### src/hw/rtl/adaptive_noise_floor_voice_gate_assert.svh
// Assertion macros used by the voice gate datapath.
`ifndef ADAPTIVE_NOISE_FLOOR_VOICE_GATE_ASSERT_SVH
`define ADAPTIVE_NOISE_FLOOR_VOICE_GATE_ASSERT_SVH
`ifndef ASSERT_OFF
// Checked while out of reset.
`define ANFVG_ASSERT(lbl, prop, msg) \
  lbl: assert property (@(posedge clk) disable iff (!rst_n) prop) else $error(msg);
// Checked at every edge, reset included.
`define ANFVG_ASSERT_ALWAYS(lbl, prop, msg) \
  lbl: assert property (@(posedge clk) prop) else $error(msg);
`else
`define ANFVG_ASSERT(lbl, prop, msg)
`define ANFVG_ASSERT_ALWAYS(lbl, prop, msg)
`endif
`endif

### src/hw/rtl/anfvg_pkg.sv
// Shared constants and controller/datapath interface types for the voice gate.
package anfvg_pkg;

  // Ring depth and energy width.
  localparam int WINDOW      = 32;
  localparam int ENERGY_BITS = 32;
  localparam int IDX_W       = $clog2(WINDOW);
  localparam int CNT_W       = $clog2(WINDOW + 1);

  // Port widths.
  localparam int IN_E_W   = 32;
  localparam int VOTES_W  = 3;
  localparam int CFG_W    = 32;
  localparam int FLOOR_W  = 40;
  localparam int FRAC_W   = 8;

  // Smoothing weights in 1/256 units.
  localparam int OLD_WEIGHT = 179;
  localparam int NEW_WEIGHT = 77;
  localparam int WEIGHT_W   = 8;
  localparam int ROUND_HALF = 128;

  // Arithmetic widths.
  localparam int PROD_W  = FLOOR_W + WEIGHT_W;
  localparam int MNEW_W  = ENERGY_BITS + 7;
  localparam int SUM_W   = ((PROD_W - FRAC_W > MNEW_W) ? PROD_W - FRAC_W : MNEW_W) + 1;
  localparam int CMP_W   = (FLOOR_W + 1 > ENERGY_BITS + FRAC_W) ? FLOOR_W + 1
                                                                : ENERGY_BITS + FRAC_W;

  // Smallest vote count that allows a voiced decision.
  localparam logic [VOTES_W-1:0] VOTE_MIN = VOTES_W'(2);

  // Commands from the controller to the datapath.
  typedef struct packed {
    logic cap;       // capture the accepted item
    logic ring_wr;   // store energy in the ring, bump slot and, until full, fill count
    logic rd_en;     // read one ring entry for the minimum scan
    logic mul;       // form the two weighted products
    logic upd;       // update the noise floor
    logic out_load;  // load the result register
  } cmd_t;

  // Status from the datapath to the controller.
  typedef struct packed {
    logic scan_last;  // current read is the last filled entry
    logic out_free;   // result register can take a new item
  } sts_t;

endpackage

### src/hw/rtl/adaptive_noise_floor_voice_gate.sv
// Top level of the adaptive noise floor voice gate.
//
// Usage: each input transfer carries one frame energy and the upstream speech
// vote count. The block stores the energy in a ring of the last 32 frames,
// scans the ring for the minimum, smooths its noise floor toward that minimum
// and returns one result per frame: the voice flag and the updated floor with
// eight fraction bits. The cfg channel writes the minimum threshold; it is
// always ready and should be written only while no frame is in flight.
// A frame passes the write, scan, drain, multiply, update and done states
// before its result is loaded; the ring scan, one read per cycle from a
// memory with one read port, grows with the fill count. A new frame is taken
// in the cycle after the previous result is loaded, so frames do not overlap.
// Reset (synchronous, active low) empties the ring, clears the floor and the
// threshold register, and drops out_valid. When the receiver stalls, the
// result holds steady in the output register; the next frame is still taken
// and processed, and waits for the register to free up before loading.
module adaptive_noise_floor_voice_gate (
  input  logic                                 clk,
  input  logic                                 rst_n,
  input  logic                                 in_valid,
  output logic                                 in_stall,
  input  logic [anfvg_pkg::IN_E_W-1:0]         in_frame_energy,
  input  logic [anfvg_pkg::VOTES_W-1:0]        in_speech_votes,
  output logic                                 out_valid,
  input  logic                                 out_stall,
  output logic                                 out_voice,
  output logic [anfvg_pkg::FLOOR_W-1:0]        out_noise_level,
  input  logic                                 cfg_valid,
  output logic                                 cfg_ready,
  input  logic [anfvg_pkg::CFG_W-1:0]          cfg_data
);

  anfvg_pkg::cmd_t cmd;
  anfvg_pkg::sts_t sts;

  // The threshold register takes a write in any cycle.
  assign cfg_ready = 1'b1;

  // Controller.
  anfvg_ctrl u_ctrl (
    .clk      (clk),
    .rst_n    (rst_n),
    .in_valid (in_valid),
    .in_stall (in_stall),
    .sts      (sts),
    .cmd      (cmd)
  );

  // Datapath.
  anfvg_dp u_dp (
    .clk             (clk),
    .rst_n           (rst_n),
    .cmd             (cmd),
    .sts             (sts),
    .in_frame_energy (in_frame_energy),
    .in_speech_votes (in_speech_votes),
    .cfg_valid       (cfg_valid),
    .cfg_data        (cfg_data),
    .out_valid       (out_valid),
    .out_stall       (out_stall),
    .out_voice       (out_voice),
    .out_noise_level (out_noise_level)
  );

endmodule

### src/hw/rtl/anfvg_ctrl.sv
// Controller state machine sequencing one frame through the datapath.
module anfvg_ctrl (
  input  logic               clk,
  input  logic               rst_n,
  input  logic               in_valid,
  output logic               in_stall,
  input  anfvg_pkg::sts_t    sts,
  output anfvg_pkg::cmd_t    cmd
);

  localparam logic [2:0] S_IDLE  = 3'd0;
  localparam logic [2:0] S_WRITE = 3'd1;
  localparam logic [2:0] S_SCAN  = 3'd2;
  localparam logic [2:0] S_DRAIN = 3'd3;
  localparam logic [2:0] S_MUL   = 3'd4;
  localparam logic [2:0] S_UPD   = 3'd5;
  localparam logic [2:0] S_DONE  = 3'd6;

  logic [2:0] state_r;
  logic [2:0] state_nxt;

  // Input is taken only between frames.
  assign in_stall = (state_r != S_IDLE);

  // Next state and commands.
  always_comb begin
    state_nxt = state_r;
    cmd       = '0;
    case (state_r)
      S_IDLE: begin
        if (in_valid) begin
          cmd.cap   = 1'b1;
          state_nxt = S_WRITE;
        end
      end
      S_WRITE: begin
        cmd.ring_wr = 1'b1;
        state_nxt   = S_SCAN;
      end
      S_SCAN: begin
        cmd.rd_en = 1'b1;
        if (sts.scan_last) begin
          state_nxt = S_DRAIN;
        end
      end
      S_DRAIN: begin
        state_nxt = S_MUL;
      end
      S_MUL: begin
        cmd.mul   = 1'b1;
        state_nxt = S_UPD;
      end
      S_UPD: begin
        cmd.upd   = 1'b1;
        state_nxt = S_DONE;
      end
      S_DONE: begin
        if (sts.out_free) begin
          cmd.out_load = 1'b1;
          state_nxt    = S_IDLE;
        end
      end
      default: begin
        state_nxt = S_IDLE;
      end
    endcase
  end

  // State register.
  always_ff @(posedge clk) begin
    if (!rst_n) begin
      state_r <= S_IDLE;
    end else begin
      state_r <= state_nxt;
    end
  end

endmodule

### src/hw/rtl/anfvg_dp.sv
// Datapath: energy ring, minimum scan, floor smoothing, threshold and result register.
`include "adaptive_noise_floor_voice_gate_assert.svh"
module anfvg_dp (
  input  logic                                 clk,
  input  logic                                 rst_n,
  input  anfvg_pkg::cmd_t                      cmd,
  output anfvg_pkg::sts_t                      sts,
  input  logic [anfvg_pkg::IN_E_W-1:0]         in_frame_energy,
  input  logic [anfvg_pkg::VOTES_W-1:0]        in_speech_votes,
  input  logic                                 cfg_valid,
  input  logic [anfvg_pkg::CFG_W-1:0]          cfg_data,
  output logic                                 out_valid,
  input  logic                                 out_stall,
  output logic                                 out_voice,
  output logic [anfvg_pkg::FLOOR_W-1:0]        out_noise_level
);

  localparam int EB = anfvg_pkg::ENERGY_BITS;

  logic [EB-1:0]                      ring_mem [anfvg_pkg::WINDOW];
  logic [EB-1:0]                      rd_data_r;
  logic                               rd_vld_r;
  logic [EB-1:0]                      e_r;
  logic [anfvg_pkg::VOTES_W-1:0]      votes_r;
  logic [EB-1:0]                      min_r;
  logic [EB-1:0]                      min_nxt;
  logic [anfvg_pkg::IDX_W-1:0]        wslot_r;
  logic [anfvg_pkg::CNT_W-1:0]        filled_r;
  logic [anfvg_pkg::IDX_W-1:0]        scan_r;
  logic [anfvg_pkg::CFG_W-1:0]        min_energy_r;
  logic [anfvg_pkg::FLOOR_W-1:0]      floor_r;
  logic [anfvg_pkg::FLOOR_W-1:0]      floor_nxt;
  logic [anfvg_pkg::PROD_W-1:0]       prod_r;
  logic [anfvg_pkg::MNEW_W-1:0]       mnew_r;
  logic [anfvg_pkg::PROD_W-1:0]       rnd;
  logic [anfvg_pkg::SUM_W-1:0]        sum;
  logic [anfvg_pkg::CMP_W-1:0]        thr_floor;
  logic [anfvg_pkg::CMP_W-1:0]        thr_cfg;
  logic [anfvg_pkg::CMP_W-1:0]        thr;
  logic [anfvg_pkg::CMP_W-1:0]        e_scaled;
  logic                               voice_nxt;
  logic                               out_valid_r;
  logic                               out_voice_r;
  logic [anfvg_pkg::FLOOR_W-1:0]      out_level_r;

  // Status back to the controller.
  assign sts.scan_last = (anfvg_pkg::CNT_W'(scan_r) + anfvg_pkg::CNT_W'(1) == filled_r);
  assign sts.out_free  = !out_valid_r || !out_stall;

  // Capture the accepted item; the energy is kept at its full width.
  always_ff @(posedge clk) begin
    if (cmd.cap) begin
      e_r     <= EB'(in_frame_energy);
      votes_r <= in_speech_votes;
    end
  end

  // Configuration register.
  always_ff @(posedge clk) begin
    if (!rst_n) begin
      min_energy_r <= '0;
    end else if (cfg_valid) begin
      min_energy_r <= cfg_data;
    end
  end

  // Ring memory: one write port, one registered read port.
  always_ff @(posedge clk) begin
    if (cmd.ring_wr) begin
      ring_mem[wslot_r] <= e_r;
    end
    if (cmd.rd_en) begin
      rd_data_r <= ring_mem[scan_r];
    end
  end

  // Write slot, fill count and scan address.
  always_ff @(posedge clk) begin
    if (!rst_n) begin
      wslot_r  <= '0;
      filled_r <= '0;
      scan_r   <= '0;
      rd_vld_r <= 1'b0;
    end else begin
      rd_vld_r <= cmd.rd_en;
      if (cmd.ring_wr) begin
        wslot_r <= (wslot_r == anfvg_pkg::IDX_W'(anfvg_pkg::WINDOW - 1))
                   ? '0 : wslot_r + anfvg_pkg::IDX_W'(1);
        if (filled_r != anfvg_pkg::CNT_W'(anfvg_pkg::WINDOW)) begin
          filled_r <= filled_r + anfvg_pkg::CNT_W'(1);
        end
      end
      if (cmd.cap) begin
        scan_r <= '0;
      end else if (cmd.rd_en) begin
        scan_r <= scan_r + anfvg_pkg::IDX_W'(1);
      end
    end
  end

  // Running minimum: starts at the new energy, folds in each read entry.
  always_comb begin
    min_nxt = min_r;
    if (cmd.ring_wr) begin
      min_nxt = e_r;
    end else if (rd_vld_r && (rd_data_r < min_r)) begin
      min_nxt = rd_data_r;
    end
  end

  always_ff @(posedge clk) begin
    min_r <= min_nxt;
  end

  // Weighted products, registered before the sum.
  always_ff @(posedge clk) begin
    if (cmd.mul) begin
      prod_r <= anfvg_pkg::PROD_W'(floor_r) * anfvg_pkg::PROD_W'(anfvg_pkg::OLD_WEIGHT);
      mnew_r <= anfvg_pkg::MNEW_W'(min_r) * anfvg_pkg::MNEW_W'(anfvg_pkg::NEW_WEIGHT);
    end
  end

  // Floor update: load on the first frame, else round the old term and add.
  always_comb begin
    rnd = prod_r + anfvg_pkg::PROD_W'(anfvg_pkg::ROUND_HALF);
    if (filled_r == anfvg_pkg::CNT_W'(1)) begin
      sum = anfvg_pkg::SUM_W'({min_r, {anfvg_pkg::FRAC_W{1'b0}}});
    end else begin
      sum = anfvg_pkg::SUM_W'(rnd[anfvg_pkg::PROD_W-1:anfvg_pkg::FRAC_W])
          + anfvg_pkg::SUM_W'(mnew_r);
    end
    if (sum > anfvg_pkg::SUM_W'({anfvg_pkg::FLOOR_W{1'b1}})) begin
      floor_nxt = '1;
    end else begin
      floor_nxt = anfvg_pkg::FLOOR_W'(sum);
    end
  end

  always_ff @(posedge clk) begin
    if (!rst_n) begin
      floor_r <= '0;
    end else if (cmd.upd) begin
      floor_r <= floor_nxt;
    end
  end

  // Threshold and voice decision.
  always_comb begin
    thr_floor = anfvg_pkg::CMP_W'({floor_r, 1'b0});
    thr_cfg   = anfvg_pkg::CMP_W'({min_energy_r, {anfvg_pkg::FRAC_W{1'b0}}});
    thr       = (thr_floor < thr_cfg) ? thr_cfg : thr_floor;
    e_scaled  = anfvg_pkg::CMP_W'({e_r, {anfvg_pkg::FRAC_W{1'b0}}});
    voice_nxt = (votes_r >= anfvg_pkg::VOTE_MIN) && (e_scaled > thr);
  end

  // Result register; a transfer frees it.
  always_ff @(posedge clk) begin
    if (!rst_n) begin
      out_valid_r <= 1'b0;
    end else if (cmd.out_load) begin
      out_valid_r <= 1'b1;
    end else if (!out_stall) begin
      out_valid_r <= 1'b0;
    end
  end

  always_ff @(posedge clk) begin
    if (cmd.out_load) begin
      out_voice_r <= voice_nxt;
      out_level_r <= floor_r;
    end
  end

  assign out_valid       = out_valid_r;
  assign out_voice       = out_voice_r;
  assign out_noise_level = out_level_r;

  // Checks.
  `ANFVG_ASSERT(a_load_when_free, cmd.out_load |-> sts.out_free, "result load over a pending result")
  `ANFVG_ASSERT(a_valid_from_load, $rose(out_valid_r) |-> $past(cmd.out_load), "result valid without a load")
  `ANFVG_ASSERT(a_min_bounded, cmd.upd |-> !(min_r > e_r), "minimum above the new energy")
  `ANFVG_ASSERT(a_fill_bounded, !(filled_r > anfvg_pkg::CNT_W'(anfvg_pkg::WINDOW)), "fill count above window")
  `ANFVG_ASSERT_ALWAYS(a_reset_drops_valid, !rst_n |=> !out_valid_r, "result valid after reset")

endmodule
### config.mk
export PLATFORM = sky130hd
export DESIGN_NAME = adaptive_noise_floor_voice_gate
export DESIGN_NICKNAME = d
export VERILOG_FILES = /design/src/hw/rtl/anfvg_pkg.sv /design/src/hw/rtl/adaptive_noise_floor_voice_gate.sv /design/src/hw/rtl/anfvg_ctrl.sv /design/src/hw/rtl/anfvg_dp.sv
export VERILOG_INCLUDE_DIRS = /design/src /design/src/hw/rtl
export SDC_FILE = /design/constraint.sdc
export NUM_CORES = 2
export LEC_CHECK = 0
export ABC_AREA = 0
export BUFFER_PORTS_ARGS = -buffer_cell sky130_fd_sc_hd__buf_4
export CAP_MARGIN = 25
export CORE_MARGIN = 2
export CORE_UTILIZATION = 40
export CTS_CLUSTER_SIZE = 40
export DETAILED_ROUTE_END_ITERATION = 16
export GPL_ROUTABILITY_DRIVEN = 0
export PLACE_DENSITY = 0.65
export RECOVER_POWER = 100
export SLEW_MARGIN = 10
export SYNTH_ARGS = -nofsm -noshare
export SYNTH_HDL_FRONTEND = slang
export SYNTH_SLANG_ARGS = --single-unit
### constraint.sdc
create_clock -name clk -period 15.05 [get_ports clk]
set_clock_uncertainty 0.2 [all_clocks]
set_input_delay 2.2575 -clock clk [delete_from_list [all_inputs] [get_ports clk]]
set_output_delay 2.2575 -clock clk [all_outputs]
set_load 0.02 [all_outputs]
# == Yosys cells after proc, flatten, opt, wreduce, memory -nomap -nowiden ==
# Memory sizes are Yosys's and may differ from the RTL's. A register that Yosys moved wholly into a read port is not among the register bits.
# Cells that the tools add are included.
# W data, S select, Z words.
# op_classes
add_sub_neg,6
multipliers,2
order_cmp,5
eq_ne,14
n_mux,22
bitwise_logic,1
n_reduce_logical,11
# ops
op,n
$mux W41,2
$mux W32,2
$add A48 B8 Y48 const B,1
$mul A40 B8 Y48 const B,1
$add A40 B39 Y41,1
$gt A40 B41 Y1,1
$gt A41 B40 Y1 const B,1
$lt A41 B40 Y1,1
$mux W40,1
$mul A32 B7 Y39 const B,1
$lt A32 B32 Y1,1
$pmux W3 S7,1
$mux W1,12
$add A5 B1 Y5 const B,2
$eq A3 B3 Y1 const B,3
$mux W3,3
$add A5 B1 Y6 const B,1
$add A6 B1 Y6 const B,1
$eq A3 B2 Y1 const B,2
$eq A6 B1 Y1 const B,1
$eq A6 B6 Y1,1
$ne A2 B2 Y1 const B,3
$ne A6 B6 Y1 const B,1
$eq A5 B5 Y1 const B,1
other kinds (14),16
# totals
reg_bits,288
mem_bits_rw,1024
input_bits,72
output_inout_bits,44
word_cells,77
n_memories,1
# mem_list
name,words,width,read_ports,rd_clocked_by_memory_dff,write_ports,line,source
u_dp.ring_mem,32,32,1,1,1,anfvg_dp.sv:20,logic [EB-1:0] ring_mem [anfvg_pkg::WINDOW];

# == Depth between registers and ports, before layout ==
# depth
depth_word,5
ltp_mapped,24
mapped_depth_nobuf,23

# == Cells and area by module ==
# From an unflattened synthesis, not the netlist that was laid out.
# hier_totals
hier_cells,4086
area_unflattened_um2,65315.1
# by_module_without_submodules
module,instances,cells_each,area_each_um2,seq_area_each_um2
anfvg_dp,1,4059,65117.5,39127.5
anfvg_ctrl,1,25,186.4,60.1
adaptive_noise_floor_voice_gate,1,2,11.3,0.0

# == Least setup slack after synthesis ==
# Ideal clock, no wire load.
# synth_path
path_kind,register -> register
start,register u_ctrl.state_r[2]
end,register u_dp.mnew_r[0] (netlist bit) (enable)
setup_ps,633
arrival_ps,6621
required_time_ps,14217
slack_ps,7596
path_stages_with_launch,4
n_path_buf,2
synth_period_minus_slack_ps,7454
path_cell_list,dfxtp_1 > clkbuf_1 > clkbuf_1 > nor3b_1
# synth_between
elab_chain_cells,2
# synth_lines
item,line,source
"start, declared",anfvg_ctrl.sv:19,logic [2:0] state_r;
"start signal, assigned",anfvg_ctrl.sv:74,state_r <= state_nxt;
$eq A3 B3 Y1,anfvg_ctrl.sv:29,case (state_r)
$mux W1,anfvg_ctrl.sv:29,
"end signal, assigned",anfvg_dp.sv:119,mnew_r <= anfvg_pkg::MNEW_W'(min_r) * anfvg_pkg::MNEW_W'(anfvg_pkg::NEW_WEIGHT);
"end, declared",anfvg_dp.sv:34,logic [anfvg_pkg::MNEW_W-1:0] mnew_r;
# Every way passes these cells.
# A chain may end at the register's enable or synchronous reset.

==> impl_metrics.env <==
export IMPL_dieWidth_um=409
export IMPL_core_mm2=0.163
export IMPL_min_path_type="register to register"
export IMPL_seqPwrFrac_pct=47.7
export IMPL_clkSinkCount=1336
export IMPL_cts_setup_buffers=0
export IMPL_final_antenna_net_count=0
export IMPL_synth_most_common_cell="edfxtp_1"
export IMPL_synth_flop_cell="edfxtp_1"
export IMPL_failed_checks="capacitance limit, slew limit"
export IMPL_dieArea_mm2=0.167
export IMPL_timing_rr_start="u_dp.scan_r[0]"
export IMPL_clk_latency_ns=0.79
export IMPL_crit_type="register to register"
export IMPL_synth_common_cells="edfxtp_1, inv_1, ha_1"
export IMPL_vdd_drop_max_mv=0.129
export IMPL_hold_viol_final=0
export IMPL_max_freq_mhz=109
export IMPL_cellLeakagePower_nw=26.6
export IMPL_postSynthAreaPerCell_um2=15.7
export IMPL_cts_buffers=137
export IMPL_antenna_found_initial=9
export IMPL_power_frac_comb_pct=14.3
export IMPL_critPathLaunchType="register"
export IMPL_seq_area_frac_synth_pct=59.8
export IMPL_drive_gt1_share_pct=14.7
export IMPL_p_per_area_mw_per_mm2=121
export IMPL_switchingPower_w=0.00227
export IMPL_grt_pass1_vias=36706
export IMPL_via_per_inst=5.44
export IMPL_crit_path_end_kind="register"
export IMPL_first_pass_iters=5
export IMPL_hold_buffers=0
export IMPL_port_buffers=113
export IMPL_synth_distinct_cells=85
export IMPL_path_max_fanout=43
export IMPL_clockRootBuffer="clkbuf_16"
export IMPL_h_tree_depth=4
export IMPL_worst_pin_slew_ns=4.04
export IMPL_internal_power_w=0.00663
export IMPL_initial_core_util_pct=40.3
export IMPL_maxCapViolCount=79
export IMPL_synth_edf_count=1243
export IMPL_hp_start="u_dp.min_energy_r[23]"
export IMPL_cts_tree="built"
export IMPL_grt_pass1_wl_um=234000
export IMPL_finalWirelength_um=157000
export IMPL_numPlacedInstances=6423
export IMPL_wl_per_cell_um=23.5
export IMPL_grt_overflow_total=0
export IMPL_async_flop_share_pct=0
export IMPL_setup_viol=0
export IMPL_syn_nets=4814
export IMPL_hpwl_um=101000
export IMPL_path_clk_slew_ns=0.06
export IMPL_crit_path_start="u_dp.scan_r[0]"
export IMPL_yosysTopAreaCellShare_pct=57.0
export IMPL_final_instance_count_excl_fill=6671
export IMPL_row_count=148
export IMPL_worst_ep_arrival_time_ns=9.46
export IMPL_grt_max_degree=136
export IMPL_synthCells=4185
export IMPL_ys_warn_count=0
export IMPL_drc=0
export IMPL_outcome="complete, but fails checks"
export IMPL_total_power_w=0.00890
export IMPL_track_usage_pct=18.8
export IMPL_synth_seq_cells=1336
export IMPL_io_pins=116
export IMPL_die_h_um=409
export IMPL_vias=36265
export IMPL_period_minus_slack_ns=9.19
export IMPL_drt_iter0_markers=3335
export IMPL_layout_nets=5021
export IMPL_slew_violations=2294
export IMPL_cp_data_required_time_ns=15.33
export IMPL_relSlewSlack_pct=-169
export IMPL_area_delta_synth_final_pct=11.9
export IMPL_synth_area_leaders="edfxtp_1, mux4_2, ha_1"
export IMPL_cts_resized=0
export IMPL_grt_setup_unrepaired="false"
export IMPL_syn_area_mm2=0.0655
export IMPL_period_share_pct=61.0
export IMPL_fin_tns_setup_ns=0
export IMPL_max_clock_path_buffers=3
export IMPL_pwr_share_clk_pct=38.0
export IMPL_p_sw_share_pct=25.5
export IMPL_yosysTopAreaCell="edfxtp_1"
[metrics by stage]
step	worst slack, ns	area [um^2]	hold slack (ns)	util [%]
finish	5.86	73300	0.324	45.1
global route	4.61	73300	0.338	45.1
CTS	8.75	74000	0.326	45.5
detailed placement	8.77	69500	0.312	42.7
global placement	8.76	69500	0.301	42.7
floorplan	7.60	65500	0.279	-
[state kept, by name, summed over array words and instances, names as in the netlist, 2 cells and up]
| signal | cells |
|---|---|
| u_dp.out_noise_level | 40 |
| u_ctrl.state_r | 3 |
| u_dp.min_energy_r | 32 |
| u_dp.mnew_r | 39 |
| u_dp.ring_mem | 1024 |
| u_dp.scan_r | 5 |
| u_dp.floor_r | 40 |
| u_dp.e_r | 32 |
| u_dp.prod_r | 41 |
| u_dp.votes_r | 2 |
| u_dp.rd_data_r | 32 |
| u_dp.filled_r | 6 |
| u_dp.min_r | 32 |
| u_dp.wslot_r | 5 |
[worst max-delay path, cell delays in order (launching register included)]
cell	delay, ns
dfxtp_1	1.77
clkbuf_1	2.41
clkbuf_1	2.72
mux4_2	0.76
mux4_2	0.56
mux2_1	0.36
[layout by cell type (no fill, tap or decap), types with 17 or more instances in the layout]
cell,synthesis,routed
edfxtp_1,1243,1243
inv_1,452,453
ha_1,392,392
mux4_2,320,320
nand2_1,239,239
fa_1,165,165
nor2_1,172,158
clkbuf_1,97,155
clkbuf_16,0,137
a21oi_1,126,128
o21ai_0,100,101
xnor2_1,95,95
a21o_1,89,89
dfxtp_1,93,89
mux2i_1,66,66
xor2_1,52,52
nand4_1,46,46
nand3_1,43,43
buf_4,1,43
nor3_1,33,34
clkbuf_4,0,33
nor2b_1,29,29
a221oi_1,18,26
o21a_1,25,25
clkinv_2,0,20
and3_1,19,19
clkinv_1,0,18
mux2_1,0,17
[area by class of cell]
| class | count | area [um^2] |
|---|---|---|
| sequential | 1336 | 39200 |
| antenna | 1 | 2.50 |
| fill | 14216 | 89400 |
| clock inverter | 77 | 948 |
| tap | 2175 | 2720 |
| multi-input combinational | 2256 | 24100 |
| clock buffer | 165 | 3540 |
| inverter | 453 | 1700 |
| timing repair buffer | 208 | 1130 |
[kinds of logic (layout without fill, tap and decap cells)]
group / after synthesis / in the layout / synth area share (%)
multiplexers: 418 / 418 / 12.6
AND/OR/NAND/NOR: 644 / 644 / 4.54
buffers and inverters: 593 / 903 / 3.47
XOR/XNOR: 147 / 147 / 1.96
adder cells (fa/ha/maj): 557 / 557 / 12.5
flip-flops: 1336 / 1336 / 59.8
AO/OA/AOI/OAI: 489 / 489 / 5.15
other: 1 / 2 / 0.00572
[final timing paths]
check        cells past startpoint                     to  slack [ns]
min                              2  u_dp.min_energy_r[23]        0.32
max                              5     u_dp.rd_data_r[31]        5.86
min reg2reg                      2  u_dp.min_energy_r[23]        0.32
max reg2reg                      5     u_dp.rd_data_r[31]        5.86
[layer usage]
metal  vias up  track usage [%]  wire (um)
li1      16211                -          -
met1     18621             26.3      68100
met2      1228             30.4      74600
met3       203             3.43      11200
met4         2             4.28       2840
met5         -                0         13
[power by group through the flow]
stage                     registers [W]  logic (W)  clock network, W
final                           0.00424    0.00127           0.00339
after global routing            0.00425    0.00144           0.00359
after CTS                       0.00424    0.00127           0.00344
after detailed placement        0.00432    0.00127                 0
after global placement          0.00432    0.00124                 0
after floorplan                 0.00432   0.000937                 0
Note: power is estimated with default switching activity, not from simulation.
